`config.mk`:
```
export PLATFORM = sky130hd
export DESIGN_NAME = two_operand_alu_with_flags_core_flat
export DESIGN_NICKNAME = d
export VERILOG_FILES = /design/src/hdl/toaf_pkg.sv /design/src/hdl/toaf_if.sv /design/src/hdl/toaf_dec.sv /design/src/hdl/toaf_exe.sv /design/src/hdl/toaf_flg.sv /design/src/hdl/two_operand_alu_with_flags_core.sv /design/src/flat_wrapper.sv
export SDC_FILE = /design/constraint.sdc
export NUM_CORES = 1
export LEC_CHECK = 0
export BUFFER_PORTS_ARGS = -buffer_cell sky130_fd_sc_hd__buf_2
export CORE_AREA = 4 4 147 149
export CTS_CLUSTER_SIZE = 30
export DETAILED_ROUTE_END_ITERATION = 6
export DIE_AREA = 0 0 151 153
export HOLD_SLACK_MARGIN = 0.1
export MAX_ROUTING_LAYER = met4
export SETUP_SLACK_MARGIN = 0.4
export SYNTH_ARGS = -nofsm -noshare
export SYNTH_HDL_FRONTEND = slang
export SYNTH_HIERARCHICAL = 1
export SYNTH_SLANG_ARGS = --single-unit
```
`constraint.sdc`:
```
create_clock -name clk -period 8.9 [get_ports clk]
set_input_delay 1.78 -clock clk [delete_from_list [all_inputs] [get_ports clk]]
set_output_delay 1.78 -clock clk [all_outputs]
set_load 0.01 [all_outputs]
```
`src/hdl/toaf_pkg.sv`:
```
// ----------------------------------------------------------------------------
// toaf_pkg
// Shared types and constants for the two-operand ALU: opcodes and the
// payloads carried between pipeline stages.
// ----------------------------------------------------------------------------
package toaf_pkg;

  localparam int unsigned DataW = 16;

  localparam logic [DataW-1:0] MaskByte = 16'h00ff;
  localparam logic [DataW-1:0] MaskWord = 16'hffff;

  typedef enum logic [3:0] {
    OPC_MOV  = 4'd4,
    OPC_ADD  = 4'd5,
    OPC_ADDC = 4'd6,
    OPC_SUBC = 4'd7,
    OPC_SUB  = 4'd8,
    OPC_CMP  = 4'd9,
    OPC_DADD = 4'd10,
    OPC_BIT  = 4'd11,
    OPC_BIC  = 4'd12,
    OPC_BIS  = 4'd13,
    OPC_XOR  = 4'd14,
    OPC_AND  = 4'd15
  } opc_t;

  // request as it arrives on the input channel
  typedef struct packed {
    logic [3:0]       req_type;
    logic             byte_mode;
    logic [DataW-1:0] src_value;
    logic [DataW-1:0] dst_value;
    logic             carry_in;
  } req_t;

  // decode stage -> execute stage
  typedef struct packed {
    logic [3:0]       op;
    logic             byte_mode;
    logic [DataW-1:0] s;      // masked source
    logic [DataW-1:0] d;      // masked destination
    logic [DataW-1:0] add_a;  // adder operand, source inverted for subtraction
    logic             add_c;  // adder / decimal carry in
  } dec_t;

  // execute stage -> flag stage
  typedef struct packed {
    logic [3:0]       op;
    logic             byte_mode;
    logic [DataW-1:0] r;      // raw result, not yet masked
    logic             c_ar;   // carry from binary or decimal adder
    logic             a_sgn;  // adder operand signs
    logic             b_sgn;
    logic             sd_sgn; // both source and destination negative
  } exe_t;

  // result item
  typedef struct packed {
    logic [DataW-1:0] result;
    logic             flag_negative;
    logic             flag_zero;
    logic             flag_carry;
    logic             flag_overflow;
    logic             flags_updated;
    logic             write_result;
  } res_t;

endpackage

```
`src/hdl/toaf_if.sv`:
```
// ----------------------------------------------------------------------------
// toaf_in_if / toaf_out_if
// Valid/ready channels for ALU requests and results.
// ----------------------------------------------------------------------------
interface toaf_in_if;
  logic        valid;
  logic        ready;
  logic [3:0]  req_type;
  logic        byte_mode;
  logic [15:0] src_value;
  logic [15:0] dst_value;
  logic        carry_in;

  modport source (output valid, req_type, byte_mode, src_value, dst_value, carry_in,
                  input ready);
  modport sink   (input valid, req_type, byte_mode, src_value, dst_value, carry_in,
                  output ready);
endinterface

interface toaf_out_if;
  logic        valid;
  logic        ready;
  logic [15:0] result;
  logic        flag_negative;
  logic        flag_zero;
  logic        flag_carry;
  logic        flag_overflow;
  logic        flags_updated;
  logic        write_result;

  modport source (output valid, result, flag_negative, flag_zero, flag_carry,
                  flag_overflow, flags_updated, write_result, input ready);
  modport sink   (input valid, result, flag_negative, flag_zero, flag_carry,
                  flag_overflow, flags_updated, write_result, output ready);
endinterface

```
`src/hdl/toaf_dec.sv`:
```
// ----------------------------------------------------------------------------
// toaf_dec
// First stage: masks the operands to the operating width and prepares the
// adder operand and carry for the opcode.
// ----------------------------------------------------------------------------
module toaf_dec (
  input  logic           clk,
  input  logic           rst_n,
  input  logic           in_valid,
  output logic           in_ready,
  input  toaf_pkg::req_t in_req,
  output logic           out_valid,
  input  logic           out_ready,
  output toaf_pkg::dec_t out_dec
);
  import toaf_pkg::*;

  logic             valid_r;
  dec_t             dec_r, dec_nxt;
  logic [DataW-1:0] mask;

  assign in_ready = !valid_r || out_ready;

  always_comb begin
    mask              = in_req.byte_mode ? MaskByte : MaskWord;
    dec_nxt.op        = in_req.req_type;
    dec_nxt.byte_mode = in_req.byte_mode;
    dec_nxt.s         = in_req.src_value & mask;
    dec_nxt.d         = in_req.dst_value & mask;
    dec_nxt.add_a     = in_req.src_value & mask;
    dec_nxt.add_c     = 1'b0;
    case (opc_t'(in_req.req_type))
      OPC_ADDC, OPC_DADD: dec_nxt.add_c = in_req.carry_in;
      OPC_SUBC: begin
        dec_nxt.add_a = ~in_req.src_value & mask;
        dec_nxt.add_c = in_req.carry_in;
      end
      OPC_SUB, OPC_CMP: begin
        dec_nxt.add_a = ~in_req.src_value & mask;
        dec_nxt.add_c = 1'b1;
      end
      default: ;
    endcase
  end

  always_ff @(posedge clk) begin
    if (!rst_n) begin
      valid_r <= 1'b0;
    end else if (in_ready) begin
      valid_r <= in_valid;
    end
  end

  always_ff @(posedge clk) begin
    if (in_ready && in_valid) begin
      dec_r <= dec_nxt;
    end
  end

  assign out_valid = valid_r;
  assign out_dec   = dec_r;

endmodule

```
`src/hdl/toaf_exe.sv`:
```
// ----------------------------------------------------------------------------
// toaf_exe
// Second stage: binary adder, four-digit decimal adder and logic unit, with
// the result picked by opcode.
// ----------------------------------------------------------------------------
module toaf_exe (
  input  logic           clk,
  input  logic           rst_n,
  input  logic           in_valid,
  output logic           in_ready,
  input  toaf_pkg::dec_t in_dec,
  output logic           out_valid,
  input  logic           out_ready,
  output toaf_pkg::exe_t out_exe
);
  import toaf_pkg::*;

  localparam int unsigned NDig = DataW / 4;

  logic             valid_r;
  exe_t             exe_r, exe_nxt;
  logic [DataW:0]   sum;
  logic             add_cy;
  logic [DataW-1:0] bcd;
  logic             bcd_cy;
  logic [NDig:0]    dcy;
  logic [4:0]       dsum;

  assign in_ready = !valid_r || out_ready;

  // binary add; operands are already masked so byte carry lands in bit 8
  always_comb begin
    sum    = {1'b0, in_dec.add_a} + {1'b0, in_dec.d} + {{DataW{1'b0}}, in_dec.add_c};
    add_cy = in_dec.byte_mode ? sum[8] : sum[DataW];
  end

  // decimal add, digit by digit; a digit of ten or more wraps and carries
  always_comb begin
    bcd    = '0;
    dcy    = '0;
    dcy[0] = in_dec.add_c;
    for (int i = 0; i < NDig; i++) begin
      dsum = {1'b0, in_dec.s[4*i +: 4]} + {1'b0, in_dec.d[4*i +: 4]} + {4'd0, dcy[i]};
      if (dsum >= 5'd10) begin
        dsum     = dsum - 5'd10;
        dcy[i+1] = 1'b1;
      end else begin
        dcy[i+1] = 1'b0;
      end
      bcd[4*i +: 4] = dsum[3:0];
    end
    bcd_cy = in_dec.byte_mode ? dcy[2] : dcy[NDig];
  end

  always_comb begin
    exe_nxt.op        = in_dec.op;
    exe_nxt.byte_mode = in_dec.byte_mode;
    exe_nxt.c_ar      = add_cy;
    exe_nxt.a_sgn     = in_dec.byte_mode ? in_dec.add_a[7] : in_dec.add_a[DataW-1];
    exe_nxt.b_sgn     = in_dec.byte_mode ? in_dec.d[7] : in_dec.d[DataW-1];
    exe_nxt.sd_sgn    = exe_nxt.b_sgn &
                        (in_dec.byte_mode ? in_dec.s[7] : in_dec.s[DataW-1]);
    case (opc_t'(in_dec.op))
      OPC_MOV: exe_nxt.r = in_dec.s;
      OPC_ADD, OPC_ADDC, OPC_SUBC, OPC_SUB, OPC_CMP: exe_nxt.r = sum[DataW-1:0];
      OPC_DADD: begin
        exe_nxt.r    = bcd;
        exe_nxt.c_ar = bcd_cy;
      end
      OPC_BIT, OPC_AND: exe_nxt.r = in_dec.s & in_dec.d;
      OPC_BIC:          exe_nxt.r = ~in_dec.s & in_dec.d;
      OPC_BIS:          exe_nxt.r = in_dec.s | in_dec.d;
      OPC_XOR:          exe_nxt.r = in_dec.s ^ in_dec.d;
      default:          exe_nxt.r = in_dec.d;
    endcase
  end

  always_ff @(posedge clk) begin
    if (!rst_n) begin
      valid_r <= 1'b0;
    end else if (in_ready) begin
      valid_r <= in_valid;
    end
  end

  always_ff @(posedge clk) begin
    if (in_ready && in_valid) begin
      exe_r <= exe_nxt;
    end
  end

  assign out_valid = valid_r;
  assign out_exe   = exe_r;

endmodule

```
`src/hdl/toaf_flg.sv`:
```
// ----------------------------------------------------------------------------
// toaf_flg
// Third stage: masks the result and forms N, Z, C, V plus the update and
// write-back marks. Its register is the output register of the block.
// ----------------------------------------------------------------------------
module toaf_flg (
  input  logic           clk,
  input  logic           rst_n,
  input  logic           in_valid,
  output logic           in_ready,
  input  toaf_pkg::exe_t in_exe,
  output logic           out_valid,
  input  logic           out_ready,
  output toaf_pkg::res_t out_res
);
  import toaf_pkg::*;

  logic             valid_r;
  res_t             res_r, res_nxt;
  logic [DataW-1:0] r;
  logic             r_sgn;
  logic             r_nz;
  logic             ovf;
  logic             c;
  logic             v;
  logic             upd;
  logic             wr;

  assign in_ready = !valid_r || out_ready;

  always_comb begin
    r     = in_exe.r & (in_exe.byte_mode ? MaskByte : MaskWord);
    r_sgn = in_exe.byte_mode ? r[7] : r[DataW-1];
    r_nz  = |r;
    ovf   = (in_exe.a_sgn ^ r_sgn) & (in_exe.b_sgn ^ r_sgn);
    c     = 1'b0;
    v     = 1'b0;
    upd   = 1'b1;
    wr    = 1'b1;
    case (opc_t'(in_exe.op))
      OPC_MOV, OPC_BIC, OPC_BIS: upd = 1'b0;
      OPC_ADD, OPC_ADDC, OPC_SUBC, OPC_SUB: begin
        c = in_exe.c_ar;
        v = ovf;
      end
      OPC_CMP: begin
        c  = in_exe.c_ar;
        v  = ovf;
        wr = 1'b0;
      end
      OPC_DADD: c = in_exe.c_ar;
      OPC_BIT: begin
        c  = r_nz;
        wr = 1'b0;
      end
      OPC_XOR: begin
        c = r_nz;
        v = in_exe.sd_sgn;
      end
      OPC_AND: c = r_nz;
      default: begin
        // opcodes below MOV do nothing
        upd = 1'b0;
        wr  = 1'b0;
      end
    endcase
    res_nxt.result        = r;
    res_nxt.flag_negative = upd & r_sgn;
    res_nxt.flag_zero     = upd & !r_nz;
    res_nxt.flag_carry    = upd & c;
    res_nxt.flag_overflow = upd & v;
    res_nxt.flags_updated = upd;
    res_nxt.write_result  = wr;
  end

  always_ff @(posedge clk) begin
    if (!rst_n) begin
      valid_r <= 1'b0;
    end else if (in_ready) begin
      valid_r <= in_valid;
    end
  end

  always_ff @(posedge clk) begin
    if (in_ready && in_valid) begin
      res_r <= res_nxt;
    end
  end

  assign out_valid = valid_r;
  assign out_res   = res_r;

endmodule

```
`src/hdl/two_operand_alu_with_flags_core.sv`:
```
// ----------------------------------------------------------------------------
// two_operand_alu_with_flags_core
// Double-operand ALU of a 16-bit microcontroller execute stage, with flags.
// ----------------------------------------------------------------------------
// Usage:
//   in_ch carries one instruction per transfer: opcode, byte/word mode,
//   source and destination operands and the current carry. out_ch returns
//   one result per instruction: masked result, N/Z/C/V, whether the flags
//   change and whether the result is written back.
//   Three register stages: decode, execute (binary/decimal adder, logic),
//   flags. The flag stage register drives out_ch directly.
//   An instruction passes the decode, execute and flag registers on its way; one
//   instruction is taken every cycle while out_ch keeps taking results.
//   Each stage holds its item while the stage after it is full and stalled,
//   so a stall on out_ch backs up one stage at a time; in_ch.ready drops
//   only once all three stages are full. Nothing is lost or repeated.
//   Reset (rst_n low, synchronous) empties all stages; there is no state
//   beyond the items in flight.
// ----------------------------------------------------------------------------
module two_operand_alu_with_flags_core (
  input  logic        clk,
  input  logic        rst_n,
  toaf_in_if.sink     in_ch,
  toaf_out_if.source  out_ch
);
  import toaf_pkg::*;

  req_t req;
  dec_t dec;
  exe_t exe;
  res_t res;
  logic dec_valid, dec_ready;
  logic exe_valid, exe_ready;

  always_comb begin
    req.req_type  = in_ch.req_type;
    req.byte_mode = in_ch.byte_mode;
    req.src_value = in_ch.src_value;
    req.dst_value = in_ch.dst_value;
    req.carry_in  = in_ch.carry_in;
  end

  toaf_dec u_dec (
    .clk       (clk),
    .rst_n     (rst_n),
    .in_valid  (in_ch.valid),
    .in_ready  (in_ch.ready),
    .in_req    (req),
    .out_valid (dec_valid),
    .out_ready (dec_ready),
    .out_dec   (dec)
  );

  toaf_exe u_exe (
    .clk       (clk),
    .rst_n     (rst_n),
    .in_valid  (dec_valid),
    .in_ready  (dec_ready),
    .in_dec    (dec),
    .out_valid (exe_valid),
    .out_ready (exe_ready),
    .out_exe   (exe)
  );

  toaf_flg u_flg (
    .clk       (clk),
    .rst_n     (rst_n),
    .in_valid  (exe_valid),
    .in_ready  (exe_ready),
    .in_exe    (exe),
    .out_valid (out_ch.valid),
    .out_ready (out_ch.ready),
    .out_res   (res)
  );

  assign out_ch.result        = res.result;
  assign out_ch.flag_negative = res.flag_negative;
  assign out_ch.flag_zero     = res.flag_zero;
  assign out_ch.flag_carry    = res.flag_carry;
  assign out_ch.flag_overflow = res.flag_overflow;
  assign out_ch.flags_updated = res.flags_updated;
  assign out_ch.write_result  = res.write_result;

  // input is only held off when every stage is occupied
  a_full_backpressure: assert property (@(posedge clk) disable iff (!rst_n)
    !in_ch.ready |-> (dec_valid && exe_valid && out_ch.valid && !out_ch.ready))
    else $error("input stalled with an empty stage");

  // flags stay clear when not updated
  a_flags_clear: assert property (@(posedge clk) disable iff (!rst_n)
    (out_ch.valid && !out_ch.flags_updated) |->
      (!out_ch.flag_negative && !out_ch.flag_zero &&
       !out_ch.flag_carry && !out_ch.flag_overflow))
    else $error("flags set on an instruction that keeps them");

  // zero flag agrees with the result
  a_zero_flag: assert property (@(posedge clk) disable iff (!rst_n)
    (out_ch.valid && out_ch.flags_updated) |->
      (out_ch.flag_zero == (out_ch.result == 16'd0)))
    else $error("zero flag disagrees with result");

  // a full execute stage moves on or holds: a stalled output keeps it full
  a_exe_hold: assert property (@(posedge clk) disable iff (!rst_n)
    (exe_valid && out_ch.valid && !out_ch.ready) |=> exe_valid)
    else $error("execute stage item dropped under stall");

endmodule

```
`src/flat_wrapper.sv`:
```
// flat-port wrapper written by rule: the top's interface ports become plain ports
module two_operand_alu_with_flags_core_flat import toaf_pkg::*;
  (clk, rst_n, in_ch_valid, in_ch_req_type, in_ch_byte_mode, in_ch_src_value, in_ch_dst_value, in_ch_carry_in, in_ch_ready, out_ch_valid, out_ch_result, out_ch_flag_negative, out_ch_flag_zero, out_ch_flag_carry, out_ch_flag_overflow, out_ch_flags_updated, out_ch_write_result, out_ch_ready);
  toaf_in_if in_ch_i ();
  toaf_out_if out_ch_i ();
  input  logic clk;
  input  logic rst_n;
  input wire logic [$bits(in_ch_i.valid)-1:0] in_ch_valid;
  input wire logic [$bits(in_ch_i.req_type)-1:0] in_ch_req_type;
  input wire logic [$bits(in_ch_i.byte_mode)-1:0] in_ch_byte_mode;
  input wire logic [$bits(in_ch_i.src_value)-1:0] in_ch_src_value;
  input wire logic [$bits(in_ch_i.dst_value)-1:0] in_ch_dst_value;
  input wire logic [$bits(in_ch_i.carry_in)-1:0] in_ch_carry_in;
  output wire logic [$bits(in_ch_i.ready)-1:0] in_ch_ready;
  output wire logic [$bits(out_ch_i.valid)-1:0] out_ch_valid;
  output wire logic [$bits(out_ch_i.result)-1:0] out_ch_result;
  output wire logic [$bits(out_ch_i.flag_negative)-1:0] out_ch_flag_negative;
  output wire logic [$bits(out_ch_i.flag_zero)-1:0] out_ch_flag_zero;
  output wire logic [$bits(out_ch_i.flag_carry)-1:0] out_ch_flag_carry;
  output wire logic [$bits(out_ch_i.flag_overflow)-1:0] out_ch_flag_overflow;
  output wire logic [$bits(out_ch_i.flags_updated)-1:0] out_ch_flags_updated;
  output wire logic [$bits(out_ch_i.write_result)-1:0] out_ch_write_result;
  input wire logic [$bits(out_ch_i.ready)-1:0] out_ch_ready;
  assign in_ch_i.valid = in_ch_valid;
  assign in_ch_i.req_type = in_ch_req_type;
  assign in_ch_i.byte_mode = in_ch_byte_mode;
  assign in_ch_i.src_value = in_ch_src_value;
  assign in_ch_i.dst_value = in_ch_dst_value;
  assign in_ch_i.carry_in = in_ch_carry_in;
  assign in_ch_ready = in_ch_i.ready;
  assign out_ch_valid = out_ch_i.valid;
  assign out_ch_result = out_ch_i.result;
  assign out_ch_flag_negative = out_ch_i.flag_negative;
  assign out_ch_flag_zero = out_ch_i.flag_zero;
  assign out_ch_flag_carry = out_ch_i.flag_carry;
  assign out_ch_flag_overflow = out_ch_i.flag_overflow;
  assign out_ch_flags_updated = out_ch_i.flags_updated;
  assign out_ch_write_result = out_ch_i.write_result;
  assign out_ch_i.ready = out_ch_ready;
  two_operand_alu_with_flags_core u_core (.clk(clk), .rst_n(rst_n), .in_ch(in_ch_i), .out_ch(out_ch_i));
endmodule
```
# After elaboration in Yosys (flattened, before gate mapping)
# Cells that the tools add are included.
dict set report classes {
  n_addsub 14
  magnitude_cmp 4
  eq_ne 29
  n_mux 24
  bitwise 18
  n_reduce_logical 21
}
# operator count
set op_table {}
lappend op_table {{16-bit one-hot mux with 7 select lines} 1}
lappend op_table {{16-bit bitwise AND} 6}
lappend op_table {{4-bit equality test (second input constant)} 19}
lappend op_table {{16-bit two-way mux} 3}
lappend op_table {{4-bit by 3-bit equality test with 1-bit output (second input constant)} 10}
lappend op_table {{16-bit NOT} 2}
lappend op_table {{4-bit by 4-bit adder with 5-bit output} 4}
lappend op_table {{5-bit by 1-bit adder with 5-bit output} 4}
lappend op_table {{5-bit by 4-bit greater-or-equal comparator with 1-bit output (second input constant)} 4}
lappend op_table {{16-bit by 16-bit adder with 17-bit output} 1}
lappend op_table {{17-bit by 1-bit adder with 17-bit output} 1}
lappend op_table {{4-bit two-way mux} 4}
lappend op_table {{16-bit bitwise OR} 1}
lappend op_table {{16-bit OR reduction} 1}
lappend op_table {{4-bit subtractor (second input constant)} 4}
lappend op_table {{16-bit XOR} 1}
lappend op_table {{1-bit two-way mux} 13}
lappend op_table {{10-bit OR reduction} 1}
lappend op_table {{5-bit OR reduction} 2}
lappend op_table {{3-bit OR reduction} 3}
lappend op_table {{9-bit OR reduction} 1}
lappend op_table {{1-bit bitwise AND} 6}
lappend op_table {{1-bit one-hot mux with 2 select lines} 3}
lappend op_table {{6-bit OR reduction} 1}
lappend op_table {{other kinds (5)} 14}
dict set report totals {
  ff_bits 104
  input_bits 42
  output_inout_bits 24
}

# Logic depth before layout (Yosys ltp)
# Gate-level depths: netlist of run 1.
dict set report depth {
  depth_word 15
  depth_mapped 33
  depth_no_buf 33
}

# By module
# The synthesis of run 1 kept the hierarchy.
# mod instances cells_per_inst area_each_um2 seq_area_each_um2
set by_module_without_submodules {}
lappend by_module_without_submodules {toaf_exe 1 453 3781.1 770.7}
lappend by_module_without_submodules {toaf_dec 1 110 2082.0 1641.6}
lappend by_module_without_submodules {toaf_flg 1 70 963.4 680.7}

# Least setup slack after synthesis of run 1
# OpenSTA, ideal clock, no wires.
dict set report synth_path {
  kind {flip-flop to flip-flop}
  start {register u_core.u_dec.dec_r (netlist bit u_core/u_dec/out_dec[0])}
  end {register u_core.u_exe.exe_r (netlist bit u_core/u_exe/out_exe[3]) (data pin)}
  arrival_ps 7307
  setup_slack_ps 1330
  stages_incl_launch_ff 32
  period_less_slack_ps 7570
  path_cell_list {edfxtp_1 -> fa_1 -> inv_1 -> fa_1 -> xor2_1 -> ha_1 -> nand2_1 -> a221oi_2 -> inv_1 -> fa_1 -> inv_1 -> fa_1 -> ha_1 -> o31ai_1 -> a21oi_1 -> fa_1 -> fa_1 -> xor2_1 -> ha_1 -> inv_1 -> a31o_2 -> a311oi_4 -> fa_1 -> fa_1 -> xor2_1 -> ha_1 -> inv_1 -> a31o_1 -> a311o_1 -> a2111oi_0 -> a31o_2 -> nor4_1}
}
# element line
set synth_rtl {}
lappend synth_rtl {{from (decl)} toaf_dec.sv:19} ;# dec_t dec_r, dec_nxt;
lappend synth_rtl {{from (signal assigned)} toaf_dec.sv:56} ;# dec_r <= dec_nxt;
lappend synth_rtl {{to (signal assigned)} toaf_exe.sv:88} ;# exe_r <= exe_nxt;
lappend synth_rtl {{to (decl)} toaf_exe.sv:21} ;# exe_t exe_r, exe_nxt;

==> flow_summary.json, run 1 <==
{
  "h-tree-depth": 3,
  "crit_arrival_ns": 8.09,
  "max_freq_mhz": 125,
  "clockBufferDepth": 2,
  "slew_violations": 0,
  "multi_input_area_sq_mm": 0.00349,
  "crit_path_top_delay_cell": "fa_1",
  "holdPathStages": 0,
  "cts_buffers": 9,
  "ios": 66,
  "syn-mean-instance-area_sq_um": 10.8,
  "drtIter0Drc": 389,
  "die_height_microns": 153,
  "ys_types": 77,
  "seq_area_sq_mm": 0.00309,
  "r2r_slack_ns": 0.87,
  "skew_ns": 0.00553,
  "yosysTopAreaCell": "edfxtp_1",
  "yosysWarningCount": 6,
  "design.core.area_sq_mm": 0.0202,
  "hold_viol_final": 0,
  "ys_top_cells_by_count": "101 x edfxtp_1, 51 x inv_1, 47 x ha_1",
  "p_per_area_mw_per_mm2": 169,
  "seq_area_frac_synth": 0.453,
  "met2_length_microns": 7460,
  "via_per_inst": 5.13,
  "synth.top_cell.area_share": 0.444,
  "ys_ff_latch": 104,
  "max_stage_delay_ns": 0.48,
  "tightest_slew_ns": 1.11,
  "syn_nets": 732,
  "grt_pass1_wl_microns": 25900,
  "endpoint_kind": "flip-flop",
  "fin_crit_ns": 8.03,
  "hold_end": "u_core/u_flg/out_res[6]",
  "ir_drop_mv": 0.0950,
  "finish.net_count": 792,
  "clock-sinks": 104,
  "syn2layout_area_growth_pct": 13.8,
  "setup_tns_ns": 0,
  "worstPathMaxFanout": 5,
  "synth-async-reset-ratio": 0,
  "r2r_end": "u_core/u_exe/out_exe[18]",
  "ff2ff_path_depth": 31,
  "worstReg2RegStart": "u_core/u_dec/out_dec[0]",
  "status": "completed",
  "ys_top_cells_by_area": "edfxtp_1 44%, ha_1 8.6%, a21oi_1 3.2%",
  "synth-edff-count": 101,
  "detailroute.via_count": 4961,
  "dr.pass1.iters": 5,
  "timing.final.ws_setup_ns": 0.869,
  "grt_pass1_vias": 4676,
  "clk_pin_slew_ns": 0.07,
  "drcViolationCount": 0,
  "yosysMostFrequentCell": "edfxtp_1",
  "ant_nets": 0,
  "synth_ff_type": "edfxtp_1",
  "cts_root_buffer": "clkbuf_16",
  "start_util": 0.338,
  "holdCritStartpoint": "u_core/u_exe/out_exe[4]",
  "worstSetupStartpoint": "u_core/u_dec/out_dec[0]",
  "p_leak_nw": 3.08,
  "setup_viol": 0,
  "rsz0062_at_grt": "false",
  "wl_met1_microns": 7580,
  "place_ws_ns": 0.429,
  "drive_gt1_frac": 0.179,
  "overflow": 0,
  "path_class": "reg2reg",
  "diodes": 0,
  "globalplace.congestion": 0.914,
  "dieWidth_microns": 151,
  "required_ns": 8.96,
  "layout.cells.non_filler": 968,
  "rows": 52,
  "cts_tree": "done",
  "antenna_found_initial": 0,
  "period_share": 0.902,
  "finalPower_mw": 1.31,
  "startpoint_type": "flip-flop",
  "syn_inst": 633,
  "dieArea_sq_mm": 0.0231,
  "max_cap_violations": 0,
  "wl_microns": 16500,
  "grt.total_usage": 0.149,
  "hpwl_microns": 12100,
  "dp.cells": 950,
  "synth_area_sq_mm": 0.00683,
  "wl_per_cell_microns": 17.0,
  "grt_max_degree": 55,
  "top_layer": "met4",
  "hold_class": "reg2reg",
  "nFillCells": 1994,
  "hold_buffers": 0,
  "cp_common_cell": "fa_1",
  "clk_latency_ns": 0.36,
  "relSlewSlack": 0.257,
  "holdWs_ns": 0.455,
  "route.met3.wl_microns": 1120,
  "numPortBuffers": 65
}
-- how the worst max path moves through the flow --
stage	slack (ns)	to
after floorplan	1.33	u_core/u_exe/out_exe[3]
after global placement	0.79	u_core/u_exe/out_exe[3]
after detailed placement	0.43	u_core/u_exe/out_exe[3]
after CTS	0.43	u_core/u_exe/out_exe[3]
after global routing	0.41	u_core/u_exe/out_exe[18]
final	0.87	u_core/u_exe/out_exe[18]
-- power by group --
part	switching [mW]	internal (mW)
clock	0.182	0.221
sequential	0.0247	0.574
combinational	0.175	0.132
total	0.382	0.927
-- metrics by stage --
| stage | utilization | cell area (sq um) |
|---|---|---|
| 2_1_floorplan | - | 6830 |
| 3_3_place_gp | 0.367 | 7400 |
| 3_5_place_dp | 0.367 | 7400 |
| 4_1_cts | 0.382 | 7700 |
| 5_1_grt | 0.385 | 7770 |
| 6_report | 0.385 | 7770 |
-- flip-flops by register name (all words and copies together), names as in the netlist --
signal and flops:
u_core/u_flg/out_valid 1, u_core/u_exe/out_exe 25, u_core/u_dec/out_valid 1, u_core/u_flg/out_res 22, u_core/u_exe/out_valid 1, u_core/u_dec/out_dec 54
-- cell usage in the layout, fill, tap and decap left out, drive strengths merged, types with 8 or more instances in the layout --
cell type    n
clkbuf       9
o21ai       37
buf         69
o211ai      11
nand2b      12
nor4         8
nand2       35
and2        10
nor2        42
mux2         9
a21oi       44
a21o        16
inv         54
ha          47
edfxtp     101
fa          10
nor2b       26
xnor2       16
nand3       10
-- final cells by class --
cell class                      count  area share
Sequential cell                   104       0.398
Multi-Input combinational cell    458       0.449
Clock buffer                        9      0.0290
Clock inverter                      7     0.00966
Inverter                           51      0.0246
Timing Repair Buffer               69      0.0457
Tap cell                          270      0.0435
-- cells by family (layout without fill, tap and decap cells) --
family	after synthesis	count (layout)	synth area share
AO/OA/AOI/OAI	185	185	0.190
AND/OR/NAND/NOR	178	178	0.140
flip-flops	104	104	0.453
buffers and inverters	71	136	0.0433
adder cells (fa/ha/maj)	57	57	0.115
XOR/XNOR	22	22	0.0282
multiplexers	16	16	0.0301
-- worst max-delay path: cells and delay by family (launching register included) --
family,cells,cell delay (ns)
XOR/XNOR,3,0.61
AO/OA/AOI/OAI,10,1.95
AND/OR/NAND/NOR,1,0.10
flip-flops,1,0.44
buffers and inverters,5,0.39
adder cells (fa/ha/maj),12,4.22
-- metal layers --
metal / up-vias / track usage
li1: 2474 / -
met1: 2310 / 0.211
met2: 158 / 0.217
met3: 19 / 0.0249
met4: 0 / 0.0466
met5: - / -
-- timing repair --
item | CTS | global route
setup buffers | 0 | 2
setup endpoints to repair | 0 | 3
resized for setup | 0 | 9
(Power assumes the default switching activity.)
==> run 2, diff against run 1 <==
--- a/config.mk
+++ b/config.mk
@@ -11,7 +11,6 @@
 export DETAILED_ROUTE_END_ITERATION = 6
 export DIE_AREA = 0 0 151 153
 export HOLD_SLACK_MARGIN = 0.1
-export MAX_ROUTING_LAYER = met4
 export SETUP_SLACK_MARGIN = 0.4
 export SYNTH_ARGS = -nofsm -noshare
 export SYNTH_HDL_FRONTEND = slang
==> run 2 against run 1 <==
Compared with the run above:
- final cell count down 0.21%
- via count up 2.6%
- die area unchanged
- non-clock buffer count down 1
- global-route usage down 0.26 points
- clock skew about the same
- combinational power about the same
- critical path depth unchanged
- sequential share of layout area up 0.12 points
- routed wire length down 0.23%
- flip-flop and latch count unchanged
- largest cell class unchanged
==> flow_summary.json, run 2 (synthesized netlist as in run 1, its figures left out) <==
{
  "mostFrequentLayoutCells": "101 x edfxtp_1, 65 x buf_2, 51 x inv_1, 47 x ha_1, 43 x a21oi_1",
  "hold_viol_final": 0,
  "tightest_slew_ns": 1.07,
  "relSlewSlack": 0.285,
  "final_common_cell": "edfxtp_1",
  "fin_crit_ns": 8.00,
  "antenna_found_initial": 0,
  "cts_buffers": 9,
  "fin_util": 0.384,
  "worstReg2RegStart": "u_core/u_dec/out_dec[0]",
  "start_util": 0.338,
  "rsz0062_at_grt": "false",
  "largest_register_ffs": 54,
  "clk_pin_slew_ns": 0.07,
  "setup_tns_ns": 0,
  "setup_viol": 0,
  "dr.pass1.iters": 5,
  "detailroute.via_count": 5091,
  "max_stage_delay_ns": 0.47,
  "overflow": 0,
  "max_cap_violations": 0,
  "ant_nets": 0,
  "diodes": 0,
  "p_leak_nw": 3.07,
  "drtIter0Drc": 478,
  "wl_per_cell_microns": 17.0,
  "wl_microns": 16400,
  "globalplace.congestion": 0.911,
  "drive_gt1_frac": 0.175,
  "finish.net_count": 791,
  "ios": 66,
  "die_height_microns": 153,
  "rows": 52,
  "grt_pass1_wl_microns": 26300,
  "endpoint_kind": "flip-flop",
  "crit_path_top_delay_cell": "fa_1",
  "worstPathMaxFanout": 5,
  "grt_pass1_vias": 4911,
  "multi_input_area_sq_mm": 0.00348,
  "max_freq_mhz": 125,
  "hpwl_microns": 12100,
  "grt.total_usage": 0.146,
  "nFillCells": 2008,
  "seq_area_sq_mm": 0.00309,
  "slew_violations": 0,
  "cts_tree": "done",
  "clockBufferDepth": 2,
  "p_per_area_mw_per_mm2": 169,
  "dieWidth_microns": 151,
  "via_per_inst": 5.27,
  "clock-sinks": 104,
  "cp_common_cell": "fa_1",
  "numPortBuffers": 65,
  "ir_drop_mv": 0.0996,
  "drcViolationCount": 0,
  "grt_max_degree": 55,
  "required_ns": 8.95,
  "syn2layout_area_growth_pct": 13.5,
  "clk_latency_ns": 0.36,
  "dieArea_sq_mm": 0.0231,
  "period_share": 0.899,
  "skew_ns": 0.00579,
  "status": "completed",
  "cts_root_buffer": "clkbuf_16",
  "startpoint_type": "flip-flop",
  "path_class": "reg2reg",
  "h-tree-depth": 3,
  "worstSetupStartpoint": "u_core/u_dec/out_dec[0]",
  "hold_class": "reg2reg",
  "design.core.area_sq_mm": 0.0202,
  "crit_arrival_ns": 8.06,
  "holdCritStartpoint": "u_core/u_exe/out_exe[6]"
}
==> run 2: final timing paths <==
path                                                 end  slack [ns]  cells past startpoint
worst min-delay path             u_core/u_flg/out_res[8]        0.45                      0
worst max-delay path            u_core/u_exe/out_exe[18]        0.90                     31
worst max register to register  u_core/u_exe/out_exe[18]        0.90                     31
worst min register to register   u_core/u_flg/out_res[8]        0.45                      0
==> run 2: layout make-up <==
class / count / share of cell area
flip-flops and latches: 104 / 0.399
multi-input cells: 458 / 0.449
well taps: 270 / 0.0436
inverters: 51 / 0.0247
clock inverters: 6 / 0.00905
repair buffers: 68 / 0.0449
clock buffers: 9 / 0.0291
==> run 2: per-stage QoR <==
| step | cells | instance area (sq um) | worst slack, ns | power [mW] | hold WS (ns) |
|---|---|---|---|---|---|
| after CTS | 965 | 7700 | 0.545 | 1.31 | 0.457 |
| final | 966 | 7740 | 0.898 | 1.31 | 0.454 |
| after global routing | 966 | 7740 | 0.413 | 1.37 | 0.474 |
| after floorplan | 633 | 6830 | 1.33 | 0.819 | 0.421 |
| after global placement | 950 | 7400 | 0.906 | 0.897 | 0.440 |
| after detailed placement | 950 | 7400 | 0.573 | 0.902 | 0.440 |
==> run 2: power breakdown <==
part | switching, mW | internal (mW) | leakage [nW]
sequential | 0.0247 | 0.574 | 1.01
clock | 0.184 | 0.219 | 0.141
combinational | 0.174 | 0.131 | 1.92
==> run 2: critical path: cells and delay by family (launching register included) <==
kind / cells / cell delay [ns]
compound gates: 10 / 2.27
simple gates: 1 / 0.09
buf+inv: 5 / 0.37
xor+xnor: 3 / 0.64
flops: 1 / 0.45
fa+ha+maj: 12 / 3.88
==> run 2: what timing repair did <==
action | 4_1_cts | 5_1_grt
gates resized for setup | 0 | 6
hold buffers | 0 | 0
buffers inserted | 0 | 1
endpoints found under the setup margin | 0 | 3
==> run 2: layer usage <==
metal  share of wire  vias up  global-route usage
li1                -     2476                   -
met1            0.46     2375               0.208
met2            0.44      207               0.215
met3           0.076       33              0.0278
met4           0.026        0              0.0648
met5               0        -                   0
